--- src/rtl/tkld_pkg.sv ---
`timescale 1ns / 1ps
`default_nettype none

package tkld_pkg;

    localparam int MAX_TOP_COUNT_DEF = 16;
    localparam int LEVEL_BITS_DEF    = 24;
    localparam int FRAME_BITS        = 31;
    localparam int TOP_COUNT_BITS    = 5;
    localparam int APB_DATA_BITS     = 32;
    localparam int APB_ADDR_BITS     = 2;

    localparam logic [TOP_COUNT_BITS-1:0] TOP_COUNT_RESET = 5'd16;
    localparam logic [APB_ADDR_BITS-1:0]  ADDR_TOP_COUNT  = 2'd0;

    typedef enum logic [0:0] {
        ST_COLLECT,
        ST_DRAIN
    } state_t;

    // per-cycle command broadcast along the cell chain
    typedef struct packed {
        logic insert;
        logic pop;
    } cell_ctrl_t;

    // effective table size: zero means one, saturate at the table depth
    function automatic int limit_of(input logic [TOP_COUNT_BITS-1:0] top, input int max_count);
        int result;
        if (top == '0)
            result = 1;
        else if (int'(top) > max_count)
            result = max_count;
        else
            result = int'(top);
        return result;
    endfunction

endpackage

`default_nettype wire

--- src/rtl/tkld_cell.sv ---
`timescale 1ns / 1ps
`default_nettype none

module tkld_cell #(
    parameter int LEVEL_BITS = tkld_pkg::LEVEL_BITS_DEF
) (
    input  wire logic                  clk,
    input  wire tkld_pkg::cell_ctrl_t  ctrl,
    input  wire logic                  enable,
    input  wire logic                  occupied,
    input  wire logic [tkld_pkg::FRAME_BITS+3*LEVEL_BITS-1:0] new_entry,
    input  wire logic                  left_gt,
    input  wire logic [tkld_pkg::FRAME_BITS+3*LEVEL_BITS-1:0] left_entry,
    input  wire logic [tkld_pkg::FRAME_BITS+3*LEVEL_BITS-1:0] right_entry,
    output logic                       gt,
    output logic [tkld_pkg::FRAME_BITS+3*LEVEL_BITS-1:0] entry
);

    localparam int ENTRY_BITS = tkld_pkg::FRAME_BITS + 3 * LEVEL_BITS;

    logic [ENTRY_BITS-1:0] entry_reg;
    logic [ENTRY_BITS-1:0] entry_next;
    logic [LEVEL_BITS-1:0] diff_cur;
    logic [LEVEL_BITS-1:0] diff_new;

    assign diff_cur = entry_reg[LEVEL_BITS-1:0];
    assign diff_new = new_entry[LEVEL_BITS-1:0];

    // new word belongs at or before this slot (strictly larger, ties stay behind)
    assign gt = enable && (!occupied || (diff_new > diff_cur));

    always_comb
    begin
        entry_next = entry_reg;
        if (ctrl.pop)
        begin
            entry_next = right_entry;
        end
        else if (ctrl.insert)
        begin
            if (left_gt)
                entry_next = left_entry;
            else if (gt)
                entry_next = new_entry;
        end
    end

    always_ff @(posedge clk)
    begin
        entry_reg <= entry_next;
    end

    assign entry = entry_reg;

endmodule

`default_nettype wire

--- src/rtl/top_k_level_difference.sv ---
`timescale 1ns / 1ps
`default_nettype none

// channel   direction  handshake                 payload
// in        input      in_valid / in_ready       frame_index, in_level, out_level, end_of_data
// result    output     result_valid / result_ready  result_frame, result_difference,
//                                                 result_in_level, result_out_level, result_last
// apb       input      psel / penable / pready   paddr, pwdata, prdata (top_count at 0x0)
//
// one record is taken per cycle while collecting; the sorted cell chain inserts it in that cycle
// an end_of_data word starts a drain of the kept words (0..MAX_TOP_COUNT), one word a cycle,
// paced by the chain shifting toward cell 0; no input is taken during the drain
// a held result word pauses the drain and so the input; a held last word blocks nothing
// rst_n clears the kept count, the drain state and the output valid; no clearing pass is needed

module top_k_level_difference #(
    parameter int MAX_TOP_COUNT = tkld_pkg::MAX_TOP_COUNT_DEF,
    parameter int LEVEL_BITS    = tkld_pkg::LEVEL_BITS_DEF
) (
    input  wire logic                                  clk,
    input  wire logic                                  rst_n,
    // record input
    input  wire logic                                  in_valid,
    output logic                                       in_ready,
    input  wire logic [tkld_pkg::FRAME_BITS-1:0]       frame_index,
    input  wire logic [LEVEL_BITS-1:0]                 in_level,
    input  wire logic [LEVEL_BITS-1:0]                 out_level,
    input  wire logic                                  end_of_data,
    // result output
    output logic                                       result_valid,
    input  wire logic                                  result_ready,
    output logic [tkld_pkg::FRAME_BITS-1:0]            result_frame,
    output logic [LEVEL_BITS-1:0]                      result_difference,
    output logic [LEVEL_BITS-1:0]                      result_in_level,
    output logic [LEVEL_BITS-1:0]                      result_out_level,
    output logic                                       result_last,
    // configuration
    input  wire logic                                  psel,
    input  wire logic                                  penable,
    input  wire logic                                  pwrite,
    input  wire logic [tkld_pkg::APB_ADDR_BITS-1:0]    paddr,
    input  wire logic [tkld_pkg::APB_DATA_BITS-1:0]    pwdata,
    output logic [tkld_pkg::APB_DATA_BITS-1:0]         prdata,
    output logic                                       pready
);

    localparam int ENTRY_BITS = tkld_pkg::FRAME_BITS + 3 * LEVEL_BITS;
    localparam int CNT_BITS   = $clog2(MAX_TOP_COUNT + 1);
    localparam int TC_BITS    = tkld_pkg::TOP_COUNT_BITS;

    // entry layout: {frame, in level, out level, difference}
    localparam int DIFF_LO  = 0;
    localparam int OUTL_LO  = LEVEL_BITS;
    localparam int INL_LO   = 2 * LEVEL_BITS;
    localparam int FRAME_LO = 3 * LEVEL_BITS;

    tkld_pkg::state_t state_reg;
    tkld_pkg::state_t state_next;

    logic [TC_BITS-1:0]  top_count_reg;
    logic [TC_BITS-1:0]  top_count_next;
    logic [CNT_BITS-1:0] count_reg;
    logic [CNT_BITS-1:0] count_next;
    logic [CNT_BITS-1:0] limit;
    logic [CNT_BITS-1:0] limit_cfg;

    logic                            result_valid_reg;
    logic                            result_valid_next;
    logic                            result_last_reg;
    logic [tkld_pkg::FRAME_BITS-1:0] result_frame_reg;
    logic [LEVEL_BITS-1:0]           result_diff_reg;
    logic [LEVEL_BITS-1:0]           result_in_reg;
    logic [LEVEL_BITS-1:0]           result_out_reg;

    logic                       in_fire;
    logic                       pop;
    logic                       cfg_write;
    logic                       any_gt;
    logic [LEVEL_BITS-1:0]      abs_diff;
    logic [ENTRY_BITS-1:0]      new_entry;
    tkld_pkg::cell_ctrl_t       ctrl;

    logic [MAX_TOP_COUNT-1:0]   gt_vec;
    logic [ENTRY_BITS-1:0]      ent [MAX_TOP_COUNT];

    // ------------------------------------------------------------------
    // configuration port
    // ------------------------------------------------------------------
    assign pready    = 1'b1;
    assign cfg_write = psel && penable && pwrite && pready && (paddr == tkld_pkg::ADDR_TOP_COUNT);
    assign limit     = CNT_BITS'(tkld_pkg::limit_of(top_count_reg, MAX_TOP_COUNT));
    assign limit_cfg = CNT_BITS'(tkld_pkg::limit_of(pwdata[TC_BITS-1:0], MAX_TOP_COUNT));

    always_comb
    begin
        prdata = '0;
        if (paddr == tkld_pkg::ADDR_TOP_COUNT)
            prdata = {{(tkld_pkg::APB_DATA_BITS - TC_BITS){1'b0}}, top_count_reg};
    end

    assign top_count_next = cfg_write ? pwdata[TC_BITS-1:0] : top_count_reg;

    // ------------------------------------------------------------------
    // incoming record
    // ------------------------------------------------------------------
    assign abs_diff  = (out_level >= in_level) ? (out_level - in_level) : (in_level - out_level);
    assign new_entry = {frame_index, in_level, out_level, abs_diff};

    // ------------------------------------------------------------------
    // control: next state
    // ------------------------------------------------------------------
    always_comb
    begin
        state_next = state_reg;
        unique case (state_reg)
            tkld_pkg::ST_COLLECT:
            begin
                if (in_fire && end_of_data)
                    state_next = tkld_pkg::ST_DRAIN;
            end
            tkld_pkg::ST_DRAIN:
            begin
                // last kept word leaves, or nothing was kept at all
                if ((pop && count_reg == CNT_BITS'(1)) || count_reg == '0)
                    state_next = tkld_pkg::ST_COLLECT;
            end
            default:
            begin
                state_next = tkld_pkg::ST_COLLECT;
            end
        endcase
    end

    // ------------------------------------------------------------------
    // control: outputs
    // ------------------------------------------------------------------
    always_comb
    begin
        in_ready = 1'b0;
        pop      = 1'b0;
        unique case (state_reg)
            tkld_pkg::ST_COLLECT:
            begin
                in_ready = 1'b1;
            end
            tkld_pkg::ST_DRAIN:
            begin
                // move head of chain into the output register when it is free
                pop = (count_reg != '0) && (!result_valid_reg || result_ready);
            end
            default:
            begin
                in_ready = 1'b0;
            end
        endcase
    end

    assign in_fire     = in_valid && in_ready;
    assign ctrl.insert = in_fire;
    assign ctrl.pop    = pop;
    assign any_gt      = |gt_vec;

    // kept count: grows on an insert until full, shrinks per drained word,
    // clamps at once when the limit is lowered
    always_comb
    begin
        count_next = count_reg;
        if (cfg_write)
        begin
            if (count_reg > limit_cfg)
                count_next = limit_cfg;
        end
        else if (pop)
        begin
            count_next = count_reg - CNT_BITS'(1);
        end
        else if (in_fire && any_gt && (count_reg < limit))
        begin
            count_next = count_reg + CNT_BITS'(1);
        end
    end

    // ------------------------------------------------------------------
    // sorted cell chain, cell 0 holds the largest difference
    // ------------------------------------------------------------------
    for (genvar i = 0; i < MAX_TOP_COUNT; i++)
    begin : g_cell
        localparam logic [CNT_BITS-1:0] IDX = CNT_BITS'(i);

        logic                  left_gt;
        logic [ENTRY_BITS-1:0] left_entry;
        logic [ENTRY_BITS-1:0] right_entry;

        if (i == 0)
        begin : g_head
            assign left_gt    = 1'b0;
            assign left_entry = new_entry;
        end
        else
        begin : g_body
            assign left_gt    = gt_vec[i-1];
            assign left_entry = ent[i-1];
        end

        if (i == MAX_TOP_COUNT - 1)
        begin : g_tail
            assign right_entry = ent[i];
        end
        else
        begin : g_mid
            assign right_entry = ent[i+1];
        end

        tkld_cell #(
            .LEVEL_BITS (LEVEL_BITS)
        ) u_cell (
            .clk         (clk),
            .ctrl        (ctrl),
            .enable      (IDX < limit),
            .occupied    (IDX < count_reg),
            .new_entry   (new_entry),
            .left_gt     (left_gt),
            .left_entry  (left_entry),
            .right_entry (right_entry),
            .gt          (gt_vec[i]),
            .entry       (ent[i])
        );
    end

    // ------------------------------------------------------------------
    // output register
    // ------------------------------------------------------------------
    always_comb
    begin
        result_valid_next = result_valid_reg;
        if (pop)
            result_valid_next = 1'b1;
        else if (result_ready)
            result_valid_next = 1'b0;
    end

    always_ff @(posedge clk)
    begin
        if (pop)
        begin
            result_frame_reg <= ent[0][FRAME_LO +: tkld_pkg::FRAME_BITS];
            result_in_reg    <= ent[0][INL_LO +: LEVEL_BITS];
            result_out_reg   <= ent[0][OUTL_LO +: LEVEL_BITS];
            result_diff_reg  <= ent[0][DIFF_LO +: LEVEL_BITS];
            result_last_reg  <= (count_reg == CNT_BITS'(1));
        end
    end

    // control registers
    always_ff @(posedge clk or negedge rst_n)
    begin
        if (!rst_n)
        begin
            state_reg        <= tkld_pkg::ST_COLLECT;
            top_count_reg    <= tkld_pkg::TOP_COUNT_RESET;
            count_reg        <= '0;
            result_valid_reg <= 1'b0;
        end
        else
        begin
            state_reg        <= state_next;
            top_count_reg    <= top_count_next;
            count_reg        <= count_next;
            result_valid_reg <= result_valid_next;
        end
    end

    assign result_valid      = result_valid_reg;
    assign result_frame      = result_frame_reg;
    assign result_difference = result_diff_reg;
    assign result_in_level   = result_in_reg;
    assign result_out_level  = result_out_reg;
    assign result_last       = result_last_reg;

endmodule

`default_nettype wire

--- config.mk ---
export PLATFORM = sky130hd
export DESIGN_NAME = top_k_level_difference
export DESIGN_NICKNAME = d
export VERILOG_FILES = /design/src/rtl/tkld_pkg.sv /design/src/rtl/tkld_cell.sv /design/src/rtl/top_k_level_difference.sv
export SDC_FILE = /design/constraint.sdc
export NUM_CORES = 2
export LEC_CHECK = 0
export BUFFER_PORTS_ARGS = -buffer_cell sky130_fd_sc_hd__buf_2
export CAP_MARGIN = 20
export CELL_PAD_IN_SITES_DETAIL_PLACEMENT = 1
export CELL_PAD_IN_SITES_GLOBAL_PLACEMENT = 1
export CORE_MARGIN = 4
export CORE_UTILIZATION = 50
export DETAILED_ROUTE_END_ITERATION = 8
export PLACE_DENSITY_LB_ADDON = 0.1
export SYNTH_ARGS = -nofsm -noshare
export SYNTH_HDL_FRONTEND = slang
export SYNTH_SLANG_ARGS = --single-unit
export TNS_END_PERCENT = 1
--- constraint.sdc ---
create_clock -name clk -period 15.5 [get_ports clk]
set_clock_uncertainty 0.15 [all_clocks]
set_input_delay 3.1 -clock clk [delete_from_list [all_inputs] [get_ports clk]]
set_output_delay 3.1 -clock clk [all_outputs]
set_load 0.03 [all_outputs]
==> results.sh <==
export IMPL_antenna_found_initial=16
export IMPL_place_hpwl_um=215000
export IMPL_pin_count=260
export IMPL_cts_buffers=199
export IMPL_end_kind="register"
export IMPL_hold_viol=0
export IMPL_start_kind="input pin"
export IMPL_finalMaxSlewViolations=0
export IMPL_period_share_pct=81.1
export IMPL_synth_most_common_cell="nand2_1"
export IMPL_holdPathEnd="result_out_level[4]"
export IMPL_dp_cells=12313
export IMPL_rrSetupSlack_ps=8890
export IMPL_syn_area_um2=98200
export IMPL_nets=10457
export IMPL_ant_nets=0
export IMPL_synth_cell_type_count=93
export IMPL_maxCapViolCount=0
export IMPL_postSynthAreaPerCell_um2=9.71
export IMPL_grt_max_degree=266
export IMPL_ctsResizeCount=0
export IMPL_async_reset_ff_share_pct=0.680
export IMPL_cts_max_level=4
export IMPL_gp_congestion=0.892
export IMPL_via_per_inst=6.41
export IMPL_synth_edf_count=1752
export IMPL_critical_path_arrival_ps=12870
export IMPL_dr_first_iter_drc_count=8565
export IMPL_worstHoldStart="g_cell[0].u_cell.entry[28]"
export IMPL_overflow=0
export IMPL_seq_area_frac_synth_pct=53.9
export IMPL_cp_required_ps=15800
export IMPL_holdBufCountCts=0
export IMPL_wl_per_cell_um=28.1
export IMPL_largest_register_ffs=1648
export IMPL_start_util_pct=50.3
export IMPL_rr_startpoint="count_reg[1]"
export IMPL_finish_cell_count_without_fillers=12695
export IMPL_tightestPinTransition_ps=1270
export IMPL_min_delay_path_depth=0
export IMPL_cts_tree="built"
export IMPL_core_um2=195000
export IMPL_grt_usage_pct=34.1
export IMPL_reg2reg_to="g_cell[8].u_cell.entry[76]"
export IMPL_clockRootBuffer="clkbuf_16"
export IMPL_first_global_vias=84199
export IMPL_synth_warnings=0
export IMPL_firstDrtPassIters=6
export IMPL_fmax_ghz=0.0796
export IMPL_design_die_area_um2=204000
export IMPL_clkLatencyLatePin_ps=870
export IMPL_rows=162
export IMPL_setup_viol=0
export IMPL_synth_flop_cell="edfxtp_1"
export IMPL_utilization_pct=55.1
export IMPL_postCtsSetupRepairBufs=0
export IMPL_dp_worst_setup_slack_ps=2290
export IMPL_hold_class="reg2reg"
export IMPL_netlist_instances=10118
export IMPL_yosys_area_top_type_share_pct=53.6
export IMPL_io_buffers=204
export IMPL_fin_ws_ps=2930
export IMPL_critPathKind="in2reg"
export IMPL_drc=0
export IMPL_grt_pass1_wl_um=533000
export IMPL_rsz0062_at_grt="no"
export IMPL_yosys_top_cells_area="edfxtp_1, nand2_1, ha_1"
export IMPL_drive_gt1_share_pct=7.42
export IMPL_fin_crit_ps=12570
export IMPL_whs_ps=296
export IMPL_rr_worst_depth=11
export IMPL_clk_path_buf_depth=3
export IMPL_area_delta_synth_final_pct=9.53
export IMPL_cts_num_sinks=1764
export IMPL_relSlewSlack_pct=15.6
export IMPL_yosys_area_top_type="edfxtp_1"
export IMPL_num_vias=81436
export IMPL_outcome="finished, final reports clean"
export IMPL_dieHeight_um=451
export IMPL_wl_um=357000
export IMPL_crit_fanout=45
export IMPL_ys_top_cells_by_count="nand2_1, edfxtp_1, nor2_1"
export IMPL_die_w_um=451
export IMPL_cts_clk_slew_worst_paths_ps=60
export IMPL_ys_ff_latch=1764
==> metal layers <==
| metal | vias to the layer above | global-route usage (%) | wire length (µm) | part of all wire, % |
|---|---|---|---|---|
| met2 | 3297 | 55.9 | 168000 | 47 |
| li1 | 35791 | - | - | - |
| met4 | 10 | 13.6 | 15000 | 4.2 |
| met1 | 41586 | 45.8 | 147000 | 41 |
| met5 | - | 0 | 72 | 0.020 |
| met3 | 752 | 5.11 | 26600 | 7.5 |
==> cell type report <==
cell class,count,area (µm²)
clock buffers,255,5250
multi-input cells,7120,40900
repair buffers,355,2460
flip-flops and latches,1764,52900
diodes,10,25.0
fillers,21531,87600
inverters,451,1720
well taps,2624,3280
clock inverters,116,1020
==> how the worst max path moves through the flow <==
stage	startpoint	to	slack, ps	cells past startpoint
2_1_floorplan	in_level[0]	g_cell[4].u_cell.entry[0]	-1150	24
3_3_place_gp	in_level[15]	g_cell[9].u_cell.entry[40]	2370	24
3_5_place_dp	in_level[15]	g_cell[9].u_cell.entry[40]	2290	24
4_1_cts	in_level[15]	g_cell[9].u_cell.entry[42]	3200	24
5_1_grt	in_level[15]	g_cell[9].u_cell.entry[42]	2630	24
6_report	in_level[15]	g_cell[9].u_cell.entry[42]	2930	24
==> cell usage in the layout, fill, tap and decap left out, types with 28 or more instances in the layout <==
master,count
o22ai_1,49
o211ai_1,51
ha_1,443
edfxtp_1,1752
conb_1,28
clkbuf_16,202
inv_1,444
mux2i_1,521
clkbuf_1,53
a21o_1,61
nor3_1,89
nand3_1,71
o21ai_0,880
clkinv_2,28
a31oi_1,599
clkinv_1,52
mux2_2,40
nand4_1,89
buf_4,127
nor2_1,1023
a311oi_1,29
nand2_1,2081
a211oi_1,44
a21oi_1,626
buf_2,204
==> worst max-delay path, cell delays in order <==
cell       delay, ps
buf_2            330
inv_1            360
ha_1             620
nand2_1          340
o21ai_0          260
a211oi_2         460
a21o_1           490
nand2_2          350
a31oi_1          750
and2_1           430
o211ai_2         390
inv_1            140
buf_4            290
ha_1             310
a21o_1           160
a221o_1          350
a2111oi_1        720
or4b_1           760
nand2_4          160
buf_4            630
nand2_1          100
nand2_1          150
nand2_4          440
buf_4            590
==> per-stage QoR <==
step           cell area [µm²]  TNS (ps)
2_1_floorplan            98300   -284680
3_3_place_gp            101000         0
3_5_place_dp            101000         0
4_1_cts                 108000         0
5_1_grt                 108000         0
6_report                108000         0
==> kinds of logic after synthesis <==
family,after synthesis,share of synthesized area (%)
AO/OA/AOI/OAI,2565,15.2
XOR/XNOR,18,0.168
adder cells (fa/ha/maj),445,5.68
buffers and inverters,1260,5.04
flip-flops,1764,53.9
multiplexers,561,5.77
other,2,0.00765
AND/OR/NAND/NOR,3503,14.2
Power is not shown: default switching activity piles up to over one toggle a cycle in this logic, so the estimate is an artifact.
